`config.mk`:
```
export PLATFORM = sky130hd
export DESIGN_NAME = ascii_axis_step_command_parser
export DESIGN_NICKNAME = d
export VERILOG_FILES = /design/src/rtl/core/ascp_pkg.sv /design/src/rtl/core/ascp_front.sv /design/src/rtl/core/ascp_cmd_fifo.sv /design/src/rtl/core/ascp_div.sv /design/src/rtl/core/ascii_axis_step_command_parser.sv
export SDC_FILE = /design/constraint.sdc
export NUM_CORES = 1
export LEC_CHECK = 0
export BUFFER_PORTS_ARGS = -buffer_cell sky130_fd_sc_hd__buf_2
export CORE_MARGIN = 1
export CORE_UTILIZATION = 25
export CTS_BUF_LIST = sky130_fd_sc_hd__clkbuf_4
export DETAILED_ROUTE_END_ITERATION = 10
export GPL_ROUTABILITY_DRIVEN = 1
export PLACE_DENSITY = 0.35
export SYNTH_ARGS = -nofsm -noshare
export SYNTH_HDL_FRONTEND = slang
export SYNTH_SLANG_ARGS = --single-unit
export TNS_END_PERCENT = 20
```
`constraint.sdc`:
```
create_clock -name clk_i -period 12 [get_ports clk_i]
set_input_delay 1.2 -clock clk_i [delete_from_list [all_inputs] [get_ports clk_i]]
set_output_delay 1.2 -clock clk_i [all_outputs]
set_load 0.1 [all_outputs]
```
`src/rtl/core/ascp_pkg.sv`:
```
// shared types and constants of the ascii step command parser
`timescale 1ns / 1ps
`default_nettype none
package ascp_pkg;

  localparam int unsigned ANGLE_W   = 31;
  localparam int unsigned STEP_W    = 16;
  localparam int unsigned STEPS_W   = 16;
  localparam int unsigned AXIS_W    = 2;
  localparam int unsigned CFG_IDX_W = 2;
  localparam int unsigned CMD_DEPTH = 2;
  localparam int unsigned CMD_PTR_W = 1;
  localparam int unsigned CMD_CNT_W = 2;

  localparam logic [ANGLE_W-1:0] ANGLE_MAX  = '1;
  localparam logic [STEP_W-1:0]  STEP_RESET = 16'd256;
  localparam logic [STEPS_W-1:0] POS_LIMIT  = 16'h7fff;
  localparam logic [STEPS_W-1:0] NEG_LIMIT  = 16'h8000;

  localparam logic [7:0] CH_0     = 8'h30;
  localparam logic [7:0] CH_9     = 8'h39;
  localparam logic [7:0] CH_MINUS = 8'h2d;
  localparam logic [7:0] CH_X_LO  = 8'h78;
  localparam logic [7:0] CH_X_UP  = 8'h58;
  localparam logic [7:0] CH_Y_LO  = 8'h79;
  localparam logic [7:0] CH_Y_UP  = 8'h59;
  localparam logic [7:0] CH_Z_LO  = 8'h7a;
  localparam logic [7:0] CH_Z_UP  = 8'h5a;

  typedef enum logic [CFG_IDX_W-1:0] {
    REG_STEERING = 2'd0,
    REG_THROTTLE = 2'd1,
    REG_BRAKES   = 2'd2
  } reg_idx_e;

  typedef enum logic [AXIS_W-1:0] {
    AXIS_STEERING = 2'd0,
    AXIS_THROTTLE = 2'd1,
    AXIS_BRAKES   = 2'd2
  } axis_e;

  typedef enum logic [1:0] {
    DIV_IDLE,
    DIV_RUN,
    DIV_DONE
  } div_state_e;

  typedef struct packed {
    axis_e              axis;
    logic [ANGLE_W-1:0] angle;
    logic               neg;
  } cmd_t;

  typedef struct packed {
    logic [STEP_W-1:0] steering;
    logic [STEP_W-1:0] throttle;
    logic [STEP_W-1:0] brakes;
  } step_cfg_t;

endpackage
`default_nettype wire

```
`src/rtl/core/ascp_front.sv`:
```
// character classifier and angle accumulator
`timescale 1ns / 1ps
`default_nettype none
module ascp_front (
  input  logic                clk_i,
  input  logic                rst_ni,
  input  logic                acc_i,
  input  logic [7:0]          char_i,
  output logic                cmd_push_o,
  output ascp_pkg::cmd_t      cmd_o
);
  import ascp_pkg::*;

  logic [ANGLE_W-1:0] angle_q, angle_d;
  logic               neg_q, neg_d;
  logic [ANGLE_W+3:0] mul10;
  logic               is_digit;

  assign is_digit = (char_i >= CH_0) && (char_i <= CH_9);
  assign mul10 = ({4'b0, angle_q} << 3) + ({4'b0, angle_q} << 1)
               + (ANGLE_W+4)'(char_i[3:0]);

  always_comb begin
    angle_d    = angle_q;
    neg_d      = neg_q;
    cmd_push_o = 1'b0;
    cmd_o.axis  = AXIS_STEERING;
    cmd_o.angle = angle_q;
    cmd_o.neg   = neg_q;
    if (acc_i) begin
      angle_d = '0;
      neg_d   = 1'b0;
      priority if (is_digit) begin
        angle_d = (|mul10[ANGLE_W+3:ANGLE_W]) ? ANGLE_MAX : mul10[ANGLE_W-1:0];
        neg_d   = neg_q;
      end else if (char_i == CH_MINUS) begin
        neg_d = 1'b1;
      end else if (char_i == CH_X_LO || char_i == CH_X_UP) begin
        cmd_push_o = 1'b1;
        cmd_o.axis = AXIS_STEERING;
      end else if (char_i == CH_Y_LO || char_i == CH_Y_UP) begin
        cmd_push_o = 1'b1;
        cmd_o.axis = AXIS_THROTTLE;
      end else if (char_i == CH_Z_LO || char_i == CH_Z_UP) begin
        cmd_push_o = 1'b1;
        cmd_o.axis = AXIS_BRAKES;
      end else begin
        angle_d = '0;
      end
    end
  end

  always_ff @(posedge clk_i or negedge rst_ni) begin
    if (!rst_ni) begin
      angle_q <= '0;
      neg_q   <= 1'b0;
    end else begin
      angle_q <= angle_d;
      neg_q   <= neg_d;
    end
  end

endmodule
`default_nettype wire

```
`src/rtl/core/ascp_cmd_fifo.sv`:
```
// short command queue between front and back
`timescale 1ns / 1ps
`default_nettype none
module ascp_cmd_fifo (
  input  logic           clk_i,
  input  logic           rst_ni,
  input  logic           push_i,
  input  ascp_pkg::cmd_t data_i,
  output logic           full_o,
  input  logic           pop_i,
  output logic           valid_o,
  output ascp_pkg::cmd_t data_o
);
  import ascp_pkg::*;

  cmd_t                 mem_q [CMD_DEPTH];
  logic [CMD_PTR_W-1:0] wr_q, rd_q;
  logic [CMD_CNT_W-1:0] cnt_q;
  logic                 do_push, do_pop;

  assign full_o  = (cnt_q == CMD_CNT_W'(CMD_DEPTH));
  assign valid_o = (cnt_q != '0);
  assign data_o  = mem_q[rd_q];
  assign do_push = push_i && !full_o;
  assign do_pop  = pop_i && valid_o;

  always_ff @(posedge clk_i) begin
    if (do_push) begin
      mem_q[wr_q] <= data_i;
    end
  end

  always_ff @(posedge clk_i or negedge rst_ni) begin
    if (!rst_ni) begin
      wr_q  <= '0;
      rd_q  <= '0;
      cnt_q <= '0;
    end else begin
      if (do_push) begin
        wr_q <= wr_q + 1'b1;
      end
      if (do_pop) begin
        rd_q <= rd_q + 1'b1;
      end
      if (do_push && !do_pop) begin
        cnt_q <= cnt_q + 1'b1;
      end else if (do_pop && !do_push) begin
        cnt_q <= cnt_q - 1'b1;
      end
    end
  end

endmodule
`default_nettype wire

```
`src/rtl/core/ascp_div.sv`:
```
// bit-serial divider, sign and saturation, result register
`timescale 1ns / 1ps
`default_nettype none
module ascp_div #(
  parameter int unsigned STEP_FRAC_BITS = 8
) (
  input  logic                                clk_i,
  input  logic                                rst_ni,
  input  ascp_pkg::step_cfg_t                 cfg_i,
  input  logic                                cmd_valid_i,
  input  ascp_pkg::cmd_t                      cmd_i,
  output logic                                cmd_pop_o,
  output logic                                res_valid_o,
  input  logic                                res_pop_i,
  output logic [ascp_pkg::AXIS_W-1:0]         axis_o,
  output logic signed [ascp_pkg::STEPS_W-1:0] steps_o
);
  import ascp_pkg::*;

  localparam int unsigned DW   = ANGLE_W + STEP_FRAC_BITS;
  localparam int unsigned CNTW = $clog2(DW + 1);

  div_state_e         state_q, state_d;
  logic [DW-1:0]      dvd_q, dvd_d;
  logic [STEP_W-1:0]  rem_q, rem_d;
  logic [STEP_W-1:0]  dvs_q, dvs_d;
  logic [CNTW-1:0]    cnt_q, cnt_d;
  axis_e              axis_q, axis_d;
  logic               neg_q, neg_d;
  axis_e              res_axis_q;
  logic [STEPS_W-1:0] res_steps_q, res_steps;
  logic               res_valid_q, res_load;
  logic [STEP_W:0]    rem_sh, rem_sub;
  logic               ge;
  logic [STEP_W-1:0]  step_sel;
  logic [STEPS_W-1:0] limit, mag;

  always_comb begin
    unique case (cmd_i.axis)
      AXIS_STEERING: step_sel = cfg_i.steering;
      AXIS_THROTTLE: step_sel = cfg_i.throttle;
      AXIS_BRAKES:   step_sel = cfg_i.brakes;
      default:       step_sel = cfg_i.brakes;
    endcase
  end

  // a zero divisor leaves every quotient bit set, which saturates below
  assign rem_sh  = {rem_q, dvd_q[DW-1]};
  assign rem_sub = rem_sh - {1'b0, dvs_q};
  assign ge      = (rem_sh >= {1'b0, dvs_q});

  assign limit     = neg_q ? NEG_LIMIT : POS_LIMIT;
  assign mag       = (dvd_q > DW'(limit)) ? limit : dvd_q[STEPS_W-1:0];
  assign res_steps = neg_q ? (STEPS_W'(0) - mag) : mag;

  always_comb begin
    state_d   = state_q;
    dvd_d     = dvd_q;
    rem_d     = rem_q;
    dvs_d     = dvs_q;
    cnt_d     = cnt_q;
    axis_d    = axis_q;
    neg_d     = neg_q;
    cmd_pop_o = 1'b0;
    res_load  = 1'b0;
    unique case (state_q)
      DIV_IDLE: begin
        if (cmd_valid_i) begin
          cmd_pop_o = 1'b1;
          dvd_d     = DW'(cmd_i.angle) << STEP_FRAC_BITS;
          rem_d     = '0;
          dvs_d     = step_sel;
          cnt_d     = CNTW'(DW);
          axis_d    = cmd_i.axis;
          neg_d     = cmd_i.neg;
          state_d   = DIV_RUN;
        end
      end
      DIV_RUN: begin
        dvd_d = {dvd_q[DW-2:0], ge};
        rem_d = ge ? rem_sub[STEP_W-1:0] : rem_sh[STEP_W-1:0];
        cnt_d = cnt_q - 1'b1;
        if (cnt_q == CNTW'(1)) begin
          state_d = DIV_DONE;
        end
      end
      DIV_DONE: begin
        if (!res_valid_q || res_pop_i) begin
          res_load = 1'b1;
          state_d  = DIV_IDLE;
        end
      end
      default: state_d = DIV_IDLE;
    endcase
  end

  always_ff @(posedge clk_i or negedge rst_ni) begin
    if (!rst_ni) begin
      state_q     <= DIV_IDLE;
      res_valid_q <= 1'b0;
    end else begin
      state_q <= state_d;
      if (res_load) begin
        res_valid_q <= 1'b1;
      end else if (res_pop_i) begin
        res_valid_q <= 1'b0;
      end
    end
  end

  always_ff @(posedge clk_i) begin
    dvd_q  <= dvd_d;
    rem_q  <= rem_d;
    dvs_q  <= dvs_d;
    cnt_q  <= cnt_d;
    axis_q <= axis_d;
    neg_q  <= neg_d;
    if (res_load) begin
      res_axis_q  <= axis_q;
      res_steps_q <= res_steps;
    end
  end

  assign res_valid_o = res_valid_q;
  assign axis_o      = res_axis_q;
  assign steps_o     = res_steps_q;

endmodule
`default_nettype wire

```
`src/rtl/core/ascii_axis_step_command_parser.sv`:
```
// top level of the ascii axis step command parser
`timescale 1ns / 1ps
`default_nettype none
// Takes one ASCII character per request through push/full and returns axis step
// commands through empty/pop. Digits, '-' and other characters are taken one per
// cycle while full is low. Each axis letter queues a command for the divider, which
// takes one quotient bit per cycle over a 31 + STEP_FRAC_BITS bit dividend, between
// its load and finish steps; the two-entry command queue lets characters keep
// arriving meanwhile, and full rises while it holds two commands. Step registers
// are written through cfg_we_i, cfg_addr_i and cfg_data_i.
module ascii_axis_step_command_parser #(
  parameter int unsigned STEP_FRAC_BITS = 8
) (
  input  logic                                clk_i,
  input  logic                                rst_ni,
  input  logic                                push,
  output logic                                full,
  input  logic [7:0]                          char_code_i,
  output logic                                empty,
  input  logic                                pop,
  output logic [ascp_pkg::AXIS_W-1:0]         axis_o,
  output logic signed [ascp_pkg::STEPS_W-1:0] steps_o,
  input  logic                                cfg_we_i,
  input  logic [ascp_pkg::CFG_IDX_W-1:0]      cfg_addr_i,
  input  logic [ascp_pkg::STEP_W-1:0]         cfg_data_i
);
  import ascp_pkg::*;

  step_cfg_t cfg_q;
  logic      in_acc;
  logic      cmd_push, cmd_full, cmd_valid, cmd_pop, res_valid;
  cmd_t      cmd_in, cmd_out;

  always_ff @(posedge clk_i or negedge rst_ni) begin
    if (!rst_ni) begin
      cfg_q.steering <= STEP_RESET;
      cfg_q.throttle <= STEP_RESET;
      cfg_q.brakes   <= STEP_RESET;
    end else if (cfg_we_i) begin
      unique case (cfg_addr_i)
        REG_STEERING: cfg_q.steering <= cfg_data_i;
        REG_THROTTLE: cfg_q.throttle <= cfg_data_i;
        REG_BRAKES:   cfg_q.brakes   <= cfg_data_i;
        default: ;
      endcase
    end
  end

  assign full   = cmd_full;
  assign in_acc = push && !cmd_full;
  assign empty  = !res_valid;

  ascp_front u_front (
    .clk_i      (clk_i),
    .rst_ni     (rst_ni),
    .acc_i      (in_acc),
    .char_i     (char_code_i),
    .cmd_push_o (cmd_push),
    .cmd_o      (cmd_in)
  );

  ascp_cmd_fifo u_fifo (
    .clk_i   (clk_i),
    .rst_ni  (rst_ni),
    .push_i  (cmd_push),
    .data_i  (cmd_in),
    .full_o  (cmd_full),
    .pop_i   (cmd_pop),
    .valid_o (cmd_valid),
    .data_o  (cmd_out)
  );

  ascp_div #(
    .STEP_FRAC_BITS (STEP_FRAC_BITS)
  ) u_div (
    .clk_i       (clk_i),
    .rst_ni      (rst_ni),
    .cfg_i       (cfg_q),
    .cmd_valid_i (cmd_valid),
    .cmd_i       (cmd_out),
    .cmd_pop_o   (cmd_pop),
    .res_valid_o (res_valid),
    .res_pop_i   (pop && !empty),
    .axis_o      (axis_o),
    .steps_o     (steps_o)
  );

`ifndef SYNTH
  a_axis_known: assert property (@(posedge clk_i) disable iff (!rst_ni)
    !empty |-> (axis_o != 2'd3))
    else $error("result names no axis");
  a_pop_valid: assert property (@(posedge clk_i) disable iff (!rst_ni)
    cmd_pop |-> cmd_valid)
    else $error("command taken from empty queue");
  a_push_room: assert property (@(posedge clk_i) disable iff (!rst_ni)
    cmd_push |-> !cmd_full)
    else $error("command pushed into full queue");
`endif

endmodule
`default_nettype wire

```
Yosys cells after proc, flatten, opt, wreduce, memory -nomap -nowiden --
Memories as Yosys holds them, arrays and structs flattened. Cells that the tools add are included. Widths: inputs -> output; s select.
Word-level totals: bits in latches 0, memories kept 1, word-level logic and storage cells 120, RAM bits 68, memory bits (read-only) 0, output and inout port bits 20, bits in registers 185, input port bits 31
Memory list:
- u_fifo.mem_q | words 2, width 34, rd ports 1, clocked after memory_dff 0, write ports 1, RTL line ascp_cmd_fifo.sv:16 | cmd_t mem_q [CMD_DEPTH];
Cells by class: eq/ne operators 17, div/mod/pow operators 0, bitwise gates (word level) 1, shifts and indexed selects 0, multiplexer cells 40, order comparisons 4, add/sub/neg operators 9, multiply operators 0, reductions and logical operators 30
Operators with widths (count):
- $mux 16 | 5
- $pmux 39 s2 | 1
- $pmux 16 s2 | 2
- $mux 31 | 2
- $eq 8x7->1 const B | 6
- $gt 39x16->1 | 1
- $mux 39 | 1
- $add 34x32->35 | 1
- $add 35x4->35 | 1
- $mux 2 | 11
- $ge 17x16->1 | 1
- $sub 1x16->16 const A | 1
- $sub 16x16->16 | 1
- $mux 1 | 15
- $pmux 6 s2 | 1
- $reduce_and 2->1 | 6
- $eq 8x6->1 const B | 1
- $ge 8x6->1 const B | 1
- $le 8x6->1 const B | 1
- $reduce_bool 2->1 | 4
- $logic_and 1x1->1 | 7
- $eq 2x1->1 const B | 3
- $eq 2x2->1 const B | 3
- $eq 6x1->1 const B | 1
- other kinds (14) | 24

Depth between registers and ports, before layout --
Gate-level depths: netlist of the first run.
word-level depth 13, gate-level depth with buffers 20, mapped depth without buffers 18

Modules after synthesis --
From an unflattened synthesis of the first run, not the netlist that was laid out.
Second synthesis, totals: cells, all modules 1228, area total of the unflattened synthesis 14134.8 um^2
By module, submodules not included:
- ascp_div | area each 5980.7 um^2, cells each 594, sequential area each 3017.9 um^2, times used 1
- ascp_front | area each 3513.4 um^2, cells each 404, sequential area each 800.8 um^2, times used 1
- ascp_cmd_fifo | area each 2805.2 um^2, cells each 125, sequential area each 2142.1 um^2, times used 1
- ascii_axis_step_command_parser | area each 1835.5 um^2, cells each 105, sequential area each 1204.9 um^2, times used 1

Worst setup path after synthesis of the first run --
OpenSTA, ideal clock, no wires.
path type reg-to-reg, from register u_div.neg_q, to register u_div.res_steps_q[14], in the netlist u_div.steps_o[14] (data pin), data required time 11.730 ns, arrival time 4.230 ns, buffers on the path 2, setup slack 7.500 ns, period minus slack after synthesis 4.500 ns, library setup time 0.270 ns, stages on the path, launching flop included 20, cell sequence edfxtp_1 -> clkbuf_1 -> clkinv_1 -> ha_1 -> nor2b_1 -> o21a_1 -> o21bai_1 -> a211oi_1 -> o21ai_1 -> nand2_1 -> clkbuf_1 -> nand2_1 -> o21ai_0 -> ha_1 -> nand2_1 -> or4_4 -> or3_4 -> or3_1 -> a211oi_1 -> a21oi_1
Between the ends: cells in the longest elaborated chain, start to end 5
RTL lines:
- start: declaration | RTL line ascp_div.sv:29 | logic neg_q, neg_d;
- start signal: assignment | RTL line ascp_div.sv:117 | neg_q <= neg_d;
- $mux 16 | RTL line ascp_div.sv:52 | assign limit = neg_q ? NEG_LIMIT : POS_LIMIT;
- $gt 39x16->1 | RTL line ascp_div.sv:53 | assign mag = (dvd_q > DW'(limit)) ? limit : dvd_q[STEPS_W-1:0];
- $mux 16 | RTL line ascp_div.sv:53
- $sub 1x16->16 | RTL line ascp_div.sv:54 | assign res_steps = neg_q ? (STEPS_W'(0) - mag) : mag;
- $mux 16 (*) | RTL line ascp_div.sv:54
- named net u_div.res_steps[14] | RTL line ascp_div.sv:31 | logic [STEPS_W-1:0] res_steps_q, res_steps;
- end signal: assignment | RTL line ascp_div.sv:120 | res_steps_q <= res_steps;
- end: declaration | RTL line ascp_div.sv:31
The timed path passes the listed nets; every way through them passes the cells marked *. A chain may end at the register's enable or synchronous reset.

Worst setup path after layout of the first run --
Same ends and word-level chain as after synthesis.

==> results.ini, run 1 <==
[run_status]
status = finished clean

[route]
drt_antenna_net_count = 0
totalWireLength_um = 36100
initialDrtViolationCount = 421
vias_after_detailed_routing = 9728
drt_first_pass_iters = 4
post_dr_wirelength_cell_um = 16.9
remaining_drc_errors = 0
vias_per_cell = 4.55

[floorplan]
floorplan.core_area_mm2 = 0.0551
die_h_um = 238
floorplan_die_width_um = 238
initial_core_util_pct = 25.3
total_die_area_mm2 = 0.0567
design.portCount = 51
floorplan.rows = 86

[cells_and_area]
fillers = 5864
finalNetCount = 1458
syn_to_final_growth_pct = 14.8
drive_above_1_share_pct = 19.5

[sta]
achievable-frequency_mhz = 185
final_max_slew_viol_count = 0
fin_hold_ws_ns = 0.409
setup_slack_ns = 6.58
skew_ns = 0.0510
final_setup_violating_endpoints = 0
rsz0062_at_grt = false
hold_viol_final = 0
final_min_period_over_clock_period_pct = 45.2
final.min_clock_period_ns = 5.42
slew_headroom_pct = 22.8
tns_ns = 0
max_slew.worst_pin.slew_ns = 1.13

[synth]
yosysWarningCount = 0
post_synthesis_async_set_or_reset_flop_share_pct = 34.4
synth_area_per_cell_um2 = 11.2
largest_cells_by_area_after_synthesis = edfxtp_1 36%, dfrtp_1 15%, ha_1 8.7%
yosysTopAreaCellShare_pct = 35.7
mappedNetlistNets = 1373
synth.top_cells.by_count = 166 x edfxtp_1, 116 x a21oi_1, 97 x ha_1, 96 x nand2_1, 95 x nor2_1
synthFlopType = edfxtp_1
ys_seq_elements = 253
post_synth_num_cell_types = 75
synthDominantAreaCellType = edfxtp_1
synthMostInstantiatedCell = edfxtp_1
syn_area_mm2 = 0.0139
edff_count_synth = 166
ys_seq_area_share_pct = 51.4
syn-instance-count = 1242

[clock_tree]
cts.sinks = 253
ctsLongestPathBuffers = 3
cts.hold.buffers_added = 0
cts_tree = built
numCtsBuffers = 75
clock_tree.root_cell = clkbuf_4
clock_insertion_delay_at_the_later_pin_of_the_skew_report_ns = 0.76
post_cts_resize_count = 0
post-cts-setup-buffers = 0
htree_num_levels = 3
clkTransAtPathRegs_ns = 0.07

[setup_path]
cp_data_arrival_time_ns = 5.91
regToRegEndpoint = u_div.steps_o[14]$_DFFE_PP_
r2r.worst_path.cells = 16
critical-path-slowest-cell = nand2_1
critical-path-top-delay-family = simple AND/OR/NAND/NOR gates
crit_buf_inv = 2
required_ns = 12.49
r2r_start = u_div.neg_q$_DFFE_PP_
cp_max_fo = 40
worst_setup_path_start_kind = flop
timing.critical_path.cells = buf_4, clkinv_1, ha_1, nand4_1, nor4_1, o21ai_0, o21ai_1, nand2_1, o21ai_0, ha_1, nand2_1, or4_4, or3_4, or3_1, a211oi_1, a21oi_1
worst_setup_path_type = flop to flop
cp-end-kind = flop
flop_to_flop_setup_slack_ns = 6.58
max_stage_delay_ns = 0.65

[place]
dp_hpwl_um = 24600
gp_routability_congestion = 0.755
place_worst_setup_slack_ns = 6.62
buffer_ports.inserted = 50

[global_route]
antenna_violations_before_repair = 2
grtUsageMet3_pct = 2.28
largest_net_degree_at_the_start_of_global_routing = 78
number_of_global_route_vias_before_repair = 9947
global_route.usage.met1_pct = 18.8
grt.busiest_layer = met2
gr-usage-met2_pct = 19.3
globalRouteTotalUtil_pct = 13.1
first_pass_grt_wire_length_um = 57800
global_route.overflow_total = 0

[power_and_ir_drop]
p_per_area_mw_per_mm2 = 172
power.ir.vdd_worst_mv = 0.0633
comb_power_share_pct = 25.1
leakage_nw = 6.89
report.power.total_mw = 2.76
clkPwrFrac_pct = 31.3
power.switching_fraction_pct = 32.4
power_report.internal_total_mw = 1.86
power.sequential.fraction_pct = 43.6
power_switching_mw = 0.892

[run]
cap_violations = 0

[hold_path]
timing.hold.worst.class = primary input to async pin

-- area by class of cell --
class | count | area, um^2 | share of cell area [%]
diodes | 1 | 2.50 | 0.0156
clock buffers | 115 | 863 | 5.39
clock inverters | 22 | 138 | 0.860
inverters | 37 | 139 | 0.868
multi-input cells | 899 | 6430 | 40.2
flip-flops and latches | 253 | 7170 | 44.8
well taps | 748 | 936 | 5.85
repair buffers | 61 | 335 | 2.09
-- flip-flops by register name (all words and copies together), names as in the netlist --
signal,flops
u_div.dvs_q,16
cfg_q,48
u_div.steps_o,16
u_fifo.wr_q,1
u_front.angle_q,31
u_div.rem_q,16
u_fifo.cnt_q,2
u_div.axis_q,2
u_div.neg_q,1
u_front.neg_q,1
u_div.axis_o,2
u_fifo.mem_q,68
u_div.dvd_q,39
u_div.cnt_q,6
u_div.state_q,2
u_div.res_valid_o,1
u_fifo.rd_q,1
-- power groups by stage --
stage / clock (mW) / sequential (mW) / combinational (mW)
after global placement: 0 / 1.22 / 0.704
after CTS: 0.912 / 1.20 / 0.711
after detailed placement: 0 / 1.22 / 0.705
final: 0.863 / 1.20 / 0.692
after floorplan: 0 / 1.19 / 0.525
after global routing: 0.954 / 1.22 / 0.793
-- stage by stage --
stage	utilization [%]	cells	cell area, um^2
CTS	29.1	2135	16000
detailed placement	27.2	1998	15000
floorplan	-	1242	13900
finish	29.1	2136	16000
global route	29.1	2136	16000
global placement	27.2	1998	15000
-- cell families after synthesis --
logic type                 share of synthesized area, %
AOI/OAI and AO/OA                                  14.9
DFF                                                51.4
xor gates and xnor gates                           2.51
muxes                                              7.91
buffers and inverters                              3.01
adders and majority gates                          9.13
and+or+nand+nor                                    11.2
-- routing by layer --
layer	vias to the layer above	part of all wire, %
met5	-	0
met4	0	2.2
met3	57	3.2
met2	153	43
met1	4630	52
li1	4888	-
-- cell usage in the layout (no fill, tap or decap), types with 33 or more instances in the layout --
| master | count |
|---|---|
| edfxtp_1 | 166 |
| dfrtp_1 | 83 |
| mux2i_1 | 52 |
| mux2_2 | 50 |
| ha_1 | 97 |
| inv_1 | 36 |
| o21ai_0 | 66 |
| a31oi_1 | 33 |
| nor2_1 | 94 |
| buf_2 | 49 |
| a21oi_1 | 116 |
| nand2_1 | 94 |
| clkbuf_4 | 115 |
-- how the worst max path moves through the flow --
stage                           from                     endpoint  slack [ns]  depth (start not counted)
2_1_floorplan  u_div.neg_q$_DFFE_PP_  u_div.steps_o[14]$_DFFE_PP_        7.50                         19
3_3_place_gp   u_div.neg_q$_DFFE_PP_  u_div.steps_o[14]$_DFFE_PP_        6.76                         16
3_5_place_dp   u_div.neg_q$_DFFE_PP_  u_div.steps_o[14]$_DFFE_PP_        6.62                         16
4_1_cts        u_div.neg_q$_DFFE_PP_  u_div.steps_o[14]$_DFFE_PP_        6.57                         16
5_1_grt        u_div.neg_q$_DFFE_PP_  u_div.steps_o[14]$_DFFE_PP_        6.07                         16
6_report       u_div.neg_q$_DFFE_PP_  u_div.steps_o[14]$_DFFE_PP_        6.58                         16
-- worst reg2reg max path: stages (launching register included) --
cell      delay [ns]
edfxtp_1        0.32
buf_4           0.37
clkinv_1        0.42
ha_1            0.44
nand4_1         0.08
nor4_1          0.17
o21ai_0         0.12
o21ai_1         0.26
nand2_1         0.65
o21ai_0         0.44
ha_1            0.27
nand2_1         0.09
or4_4           0.43
or3_4           0.38
or3_1           0.38
a211oi_1        0.25
a21oi_1         0.07
No activity file was read; power rests on OpenSTA's default activity.
==> run 2: changes to the inputs <==
ABC_AREA = 1   (was default)
PLACE_DENSITY = 0.36   (was 0.35)
clock period = 4.8 ns   (was 12 ns; I/O delays follow)
==> results.ini, run 2 <==
[cells_and_area]
finalNonFillerCells = 2416
finalNetCount = 1783
syn_to_final_growth_pct = 16.4
layout_top_registers = u_fifo.mem_q x68, cfg_q x48, u_div.dvd_q x39
area_occupied_by_multi_input_gates_mm2 = 0.00599
fillers = 5791
drive_above_1_share_pct = 14.8
most-common-layout-cells = 435 x nand2_1, 166 x edfxtp_1, 143 x a21oi_1, 126 x inv_1, 123 x clkbuf_4
mostFrequentLayoutCell = nand2_1
sequential_cell_area_mm2 = 0.00717
top_register = u_fifo.mem_q
final_cell_area_mm2 = 0.0161
largest_reg_flops = 68

[setup_path]
crit_buf_inv = 4
r2r_start = u_div.neg_q$_DFFE_PP_
critPathMostFrequentCell = inv_1
cp-end-kind = flop
max_stage_delay_ns = 0.70
critical-path-slowest-cell = edfxtp_1
timing.critical_path.cells = clkinv_1, ha_1, inv_1, nor4_1, nand2_1, nand2_4, nand2_4, o21ai_2, ha_1, inv_1, nor2_1, nand3_1, nand2_2, nand4_1, nand2_1, inv_1
worst_setup_path_type = flop to flop
flop_to_flop_setup_slack_ns = 1.07
cp_data_arrival_time_ns = 4.22
r2r.worst_path.cells = 16
required_ns = 5.28
cp_max_fo = 18
path_depth = 16
worst_setup_path_start_kind = flop
setup.worst_path.start = u_div.neg_q$_DFFE_PP_
critical-path-top-delay-family = simple AND/OR/NAND/NOR gates

[route]
vias_after_detailed_routing = 10603
initialDrtViolationCount = 457
vias_per_cell = 4.39
remaining_drc_errors = 0
post_dr_wirelength_cell_um = 15.2
totalWireLength_um = 36700
drt_antenna_net_count = 0
drt_first_pass_iters = 5

[sta]
skew_ns = 0.0701
hold_viol_final = 0
tns_ns = 0
max_slew.worst_pin.slew_ns = 1.07
final.min_clock_period_ns = 3.73
final_min_period_over_clock_period_pct = 77.8
final_max_slew_viol_count = 0
final_setup_violating_endpoints = 0
achievable-frequency_mhz = 268
rsz0062_at_grt = false
slew_headroom_pct = 28.4

[global_route]
first_pass_grt_wire_length_um = 59800
antenna_violations_before_repair = 2
number_of_global_route_vias_before_repair = 11040
largest_net_degree_at_the_start_of_global_routing = 62
globalRouteTotalUtil_pct = 13.5
global_route.overflow_total = 0

[clock_tree]
post-cts-setup-buffers = 0
htree_num_levels = 3
cts.sinks = 253
cts_tree = built
clock_tree.root_cell = clkbuf_4
numCtsBuffers = 79
clock_insertion_delay_at_the_later_pin_of_the_skew_report_ns = 0.78
ctsLongestPathBuffers = 3
clkTransAtPathRegs_ns = 0.05

[synth]
synth.top_cells.by_count = 436 x nand2_1, 166 x edfxtp_1, 143 x a21oi_1, 126 x inv_1, 124 x nor2_1
synth_area_per_cell_um2 = 9.06
post_synth_num_cell_types = 49
post_synthesis_async_set_or_reset_flop_share_pct = 34.4
largest_cells_by_area_after_synthesis = edfxtp_1 36%, dfrtp_1 15%, nand2_1 12%
synthMostInstantiatedCell = nand2_1
mappedNetlistNets = 1661
yosysWarningCount = 0
ys_seq_elements = 253
synthDominantAreaCellType = edfxtp_1
synthFlopType = edfxtp_1
syn_area_mm2 = 0.0139
yosysTopAreaCellShare_pct = 36.0
ys_seq_area_share_pct = 51.7
syn-instance-count = 1530
edff_count_synth = 166

[floorplan]
floorplan.rows = 85
design.portCount = 51
initial_core_util_pct = 25.5
floorplan.core_area_mm2 = 0.0542
die_h_um = 237
floorplan_die_width_um = 237
total_die_area_mm2 = 0.0564

[power_and_ir_drop]
power.ir.vdd_worst_mv = 0.158
p_per_area_mw_per_mm2 = 485
leakage_nw = 7.61

[place]
buffer_ports.inserted = 50
dp.cells = 2248
gp_routability_congestion = 0.787
placed_cell_area_mm2 = 0.0149
dp_hpwl_um = 24900

[run_status]
status = finished clean

[run]
cap_violations = 0

[hold_path]
holdPathStages = 4
timing.hold.worst.class = primary input to flop
worst_hold_startpoint = char_code_i[6]

[run 2: cell count changes after synthesis, sizes merged, moves of 15 or more]
| cell | before | now |
|---|---|---|
| nor2 | 95 | 132 |
| o21ai | 73 | 112 |
| a21o | 25 | 7 |
| nand3 | 13 | 54 |
| mux2i | 54 | 1 |
| nor3 | 26 | 8 |
| or3 | 15 | 0 |
| mux2 | 50 | 0 |
| inv | 36 | 130 |
| nand2 | 97 | 460 |
| a31oi | 37 | 4 |
| a21oi | 118 | 145 |
[run 2: path summary, 6_finish.rpt]
kind,end
setup reg to reg,u_div.steps_o[12]$_DFFE_PP_
setup / recovery,u_div.steps_o[12]$_DFFE_PP_
hold reg to reg,u_div.axis_o[0]$_DFFE_PP_
min in group asynchronous,cfg_q[7]$_DFFE_PN0P_
hold / removal,u_front.neg_q$_DFFE_PN0P_
max in group asynchronous,u_front.angle_q[4]$_DFFE_PN0P_
[run 2: worst reg2reg max path, delay by kind of cell, from the launching register on]
| family | cells | cell delay [ns] |
|---|---|---|
| AND/OR/NAND/NOR | 9 | 1.30 |
| AO/OA/AOI/OAI | 1 | 0.29 |
| flip-flops | 1 | 0.70 |
| buffers and inverters | 4 | 0.60 |
| adder cells (fa/ha/maj) | 2 | 0.60 |
[run 2: metal layers]
metal  vias to the layer above  track usage [%]  share of wire (%)
li1                       5442                -                  -
met1                      4952             18.6                 51
met2                       153             21.0                 44
met3                        56             3.00                3.7
met4                         0             4.50                2.0
met5                         -                0                  0
[run 2: where the power goes]
group | internal [mW] | total, mW | switching [mW]
Sequential | 2.98 | 3.26 | 0.285
Clock | 1.18 | 2.19 | 1.01
Combinational | 0.793 | 2.37 | 1.58
[run 2: timing repair]
action                                  4_1_cts  5_1_grt
hold endpoints to repair                    102        0
resized for setup                             0        0
endpoints found under the setup margin        0        0
hold buffers                                 19        0
[run 2: kinds of logic (layout without fill, tap and decap cells)]
logic type      count (synthesis)  count (layout)  share of synthesized area, %
compound gates                280             280                          10.7
xor+xnor                       44              44                          2.78
fa+ha+maj                     100             100                          9.19
buf+inv                       177             365                          5.21
flops                         253             253                          51.7
mux                             1               1                        0.0722
other cells                     0               2                             0
simple gates                  675             675                          20.4
[run 2: cell type report]
cell class              instances  area share [%]
flip-flops and latches        253            44.4
multi-input cells            1100            37.2
clock buffers                 123            5.72
well taps                     696            5.40
repair buffers                 84            3.44
inverters                     134            3.12
clock inverters                24           0.714
diodes                          2          0.0310
[run 2: through the flow]
stage / hold slack [ns] / total power, mW / setup WS, ns / util, %
2_1_floorplan: 0.184 / 4.97 / 1.35 / -
3_3_place_gp: 0.407 / 5.72 / 1.11 / 27.5
3_5_place_dp: 0.405 / 5.71 / 1.02 / 27.5
4_1_cts: 0.0333 / 8.01 / 1.02 / 29.7
5_1_grt: 0.0611 / 8.52 / 0.665 / 29.7
6_report: 0.136 / 7.83 / 1.07 / 29.7
==> run 3: changes to the inputs <==
PLACE_DENSITY = 0.35   (was 0.36)
clock period = 3.7 ns   (was 4.8 ns; I/O delays follow)
==> results.ini, run 3 (synthesis gave the netlist of run 2 again) <==
[setup_path]
cp-end-kind = flop
r2r.worst_path.cells = 16
cp_max_fo = 22
regToRegEndpoint = u_front.angle_q[25]$_DFFE_PN0P_
critical-path-slowest-cell = fa_1
max_stage_delay_ns = 0.53
cp_data_arrival_time_ns = 3.95
r2r_start = u_front.angle_q[0]$_DFFE_PN0P_
worst_setup_path_type = flop to flop
required_ns = 4.32
worst_setup_path_start_kind = flop
critPathMostFrequentCell = nand2_1
timing.critical_path.cells = fa_1, fa_1, nand3_1, nand2_1, nand3_1, nand3_1, a21o_1, nand2_1, nand2_1, a21oi_1, nand3_1, nor2_2, buf_4, nand2_1, nand2_1, nand2_1
flop_to_flop_setup_slack_ns = 0.37
worst_setup_path_endpoint = u_front.angle_q[25]$_DFFE_PN0P_
setup.worst_path.start = u_front.angle_q[0]$_DFFE_PN0P_

[power_and_ir_drop]
power.ir.vdd_worst_mv = 0.313
report.power.total_mw = 10.3
leakage_nw = 7.71
p_per_area_mw_per_mm2 = 632

[cells_and_area]
finalNetCount = 1798
drive_above_1_share_pct = 15.4
largest_reg_flops = 68
top_register = u_fifo.mem_q
final_cell_area_mm2 = 0.0163
most-common-layout-cells = 435 x nand2_1, 166 x edfxtp_1, 143 x a21oi_1, 126 x inv_1, 125 x clkbuf_4
syn_to_final_growth_pct = 17.8
fillers = 5817
layout_top_registers = u_fifo.mem_q x68, cfg_q x48, u_div.dvd_q x39
mostFrequentLayoutCell = nand2_1

[global_route]
largest_net_degree_at_the_start_of_global_routing = 53
first_pass_grt_wire_length_um = 59300
global_route.overflow_total = 0
antenna_violations_before_repair = 1
globalRouteTotalUtil_pct = 13.5
number_of_global_route_vias_before_repair = 10751

[place]
place_worst_setup_slack_ns = 0.294
dp_hpwl_um = 25400
placed_cell_area_mm2 = 0.0150
buffer_ports.inserted = 50
gp_routability_congestion = 0.782

[route]
initialDrtViolationCount = 554
totalWireLength_um = 36600
vias_per_cell = 4.34
drt_first_pass_iters = 5
remaining_drc_errors = 0
drt_antenna_net_count = 0
vias_after_detailed_routing = 10530
post_dr_wirelength_cell_um = 15.1

[sta]
hold_viol_final = 0
rsz0062_at_grt = false
skew_ns = 0.0749
final_max_slew_viol_count = 0
slew_headroom_pct = 29.7
final.min_clock_period_ns = 3.33
achievable-frequency_mhz = 300
final_setup_violating_endpoints = 0
final_min_period_over_clock_period_pct = 90.0
max_slew.worst_pin.slew_ns = 1.05
setup_slack_ns = 0.372
tns_ns = 0

[run]
cap_violations = 0

[clock_tree]
post-cts-setup-buffers = 0
cts_tree = built
numCtsBuffers = 79
ctsLongestPathBuffers = 3
cts.sinks = 253
clkTransAtPathRegs_ns = 0.07
post_cts_resize_count = 0
clock_insertion_delay_at_the_later_pin_of_the_skew_report_ns = 0.78
cts.hold.buffers_added = 24
htree_num_levels = 3
clock_tree.root_cell = clkbuf_4

[floorplan]
floorplan_die_width_um = 237
die_h_um = 237
design.portCount = 51
initial_core_util_pct = 25.5
total_die_area_mm2 = 0.0564
floorplan.rows = 85
floorplan.core_area_mm2 = 0.0542

[run_status]
status = finished clean

[hold_path]
holdPathStages = 6
timing.hold.worst.class = primary input to flop

==> run 3: final cells by class <==
| type | instances | area (um^2) | share of cell area [%] |
|---|---|---|---|
| Multi-Input combinational cell | 1100 | 6010 | 36.8 |
| Clock inverter | 20 | 135 | 0.828 |
| Sequential cell | 253 | 7170 | 43.9 |
| Timing Repair Buffer | 99 | 706 | 4.32 |
| Tap cell | 696 | 871 | 5.33 |
| Inverter | 134 | 503 | 3.08 |
| Clock buffer | 125 | 938 | 5.75 |
| Antenna cell | 1 | 2.50 | 0.0153 |
==> run 3: worst min-delay path by stage <==
stage / startpoint / endpoint / slack [ns]
after global routing: char_code_i[7] / u_fifo.mem_q[0][33]$_DFFE_PP_ / 0.12
after floorplan: rst_ni / cfg_q[0]$_DFFE_PN0P_ / 0.07
after global placement: u_div.axis_q[1]$_DFFE_PP_ / u_div.axis_o[1]$_DFFE_PP_ / 0.40
after detailed placement: u_div.axis_q[1]$_DFFE_PP_ / u_div.axis_o[1]$_DFFE_PP_ / 0.41
final: char_code_i[7] / u_fifo.mem_q[0][33]$_DFFE_PP_ / 0.13
after CTS: char_code_i[7] / u_fifo.mem_q[0][33]$_DFFE_PP_ / 0.01
==> run 3: where the power goes <==
group | leakage [nW] | switching [mW] | internal [mW]
Clock | 0.639 | 1.33 | 1.62
Combinational | 4.28 | 2.06 | 1.08
Sequential | 2.79 | 0.375 | 3.86
Total | 7.71 | 3.77 | 6.55
==> run 3: worst max-delay path, delay by kind of cell (launching register included) <==
kind	cells	cell delay, ns
DFF	1	0.44
and+or+nand+nor	11	1.03
adders and majority gates	2	1.01
AOI/OAI and AO/OA	2	0.40
buffers and inverters	1	0.30
==> run 3: through the flow <==
step | util (%) | hold slack (ns) | std cells
3_5_place_dp | 27.7 | 0.407 | 2258
2_1_floorplan | - | 0.0744 | 1530
5_1_grt | 30.1 | 0.115 | 2428
3_3_place_gp | 27.7 | 0.404 | 2258
4_1_cts | 30.1 | 0.00974 | 2427
6_report | 30.1 | 0.132 | 2428
==> run 3: metal layers <==
| metal | wire (um) | track usage, % |
|---|---|---|
| met4 | 721 | 5.57 |
| met3 | 1460 | 2.79 |
| met1 | 18500 | 18.6 |
| met5 | 0 | 0 |
| met2 | 15900 | 20.4 |
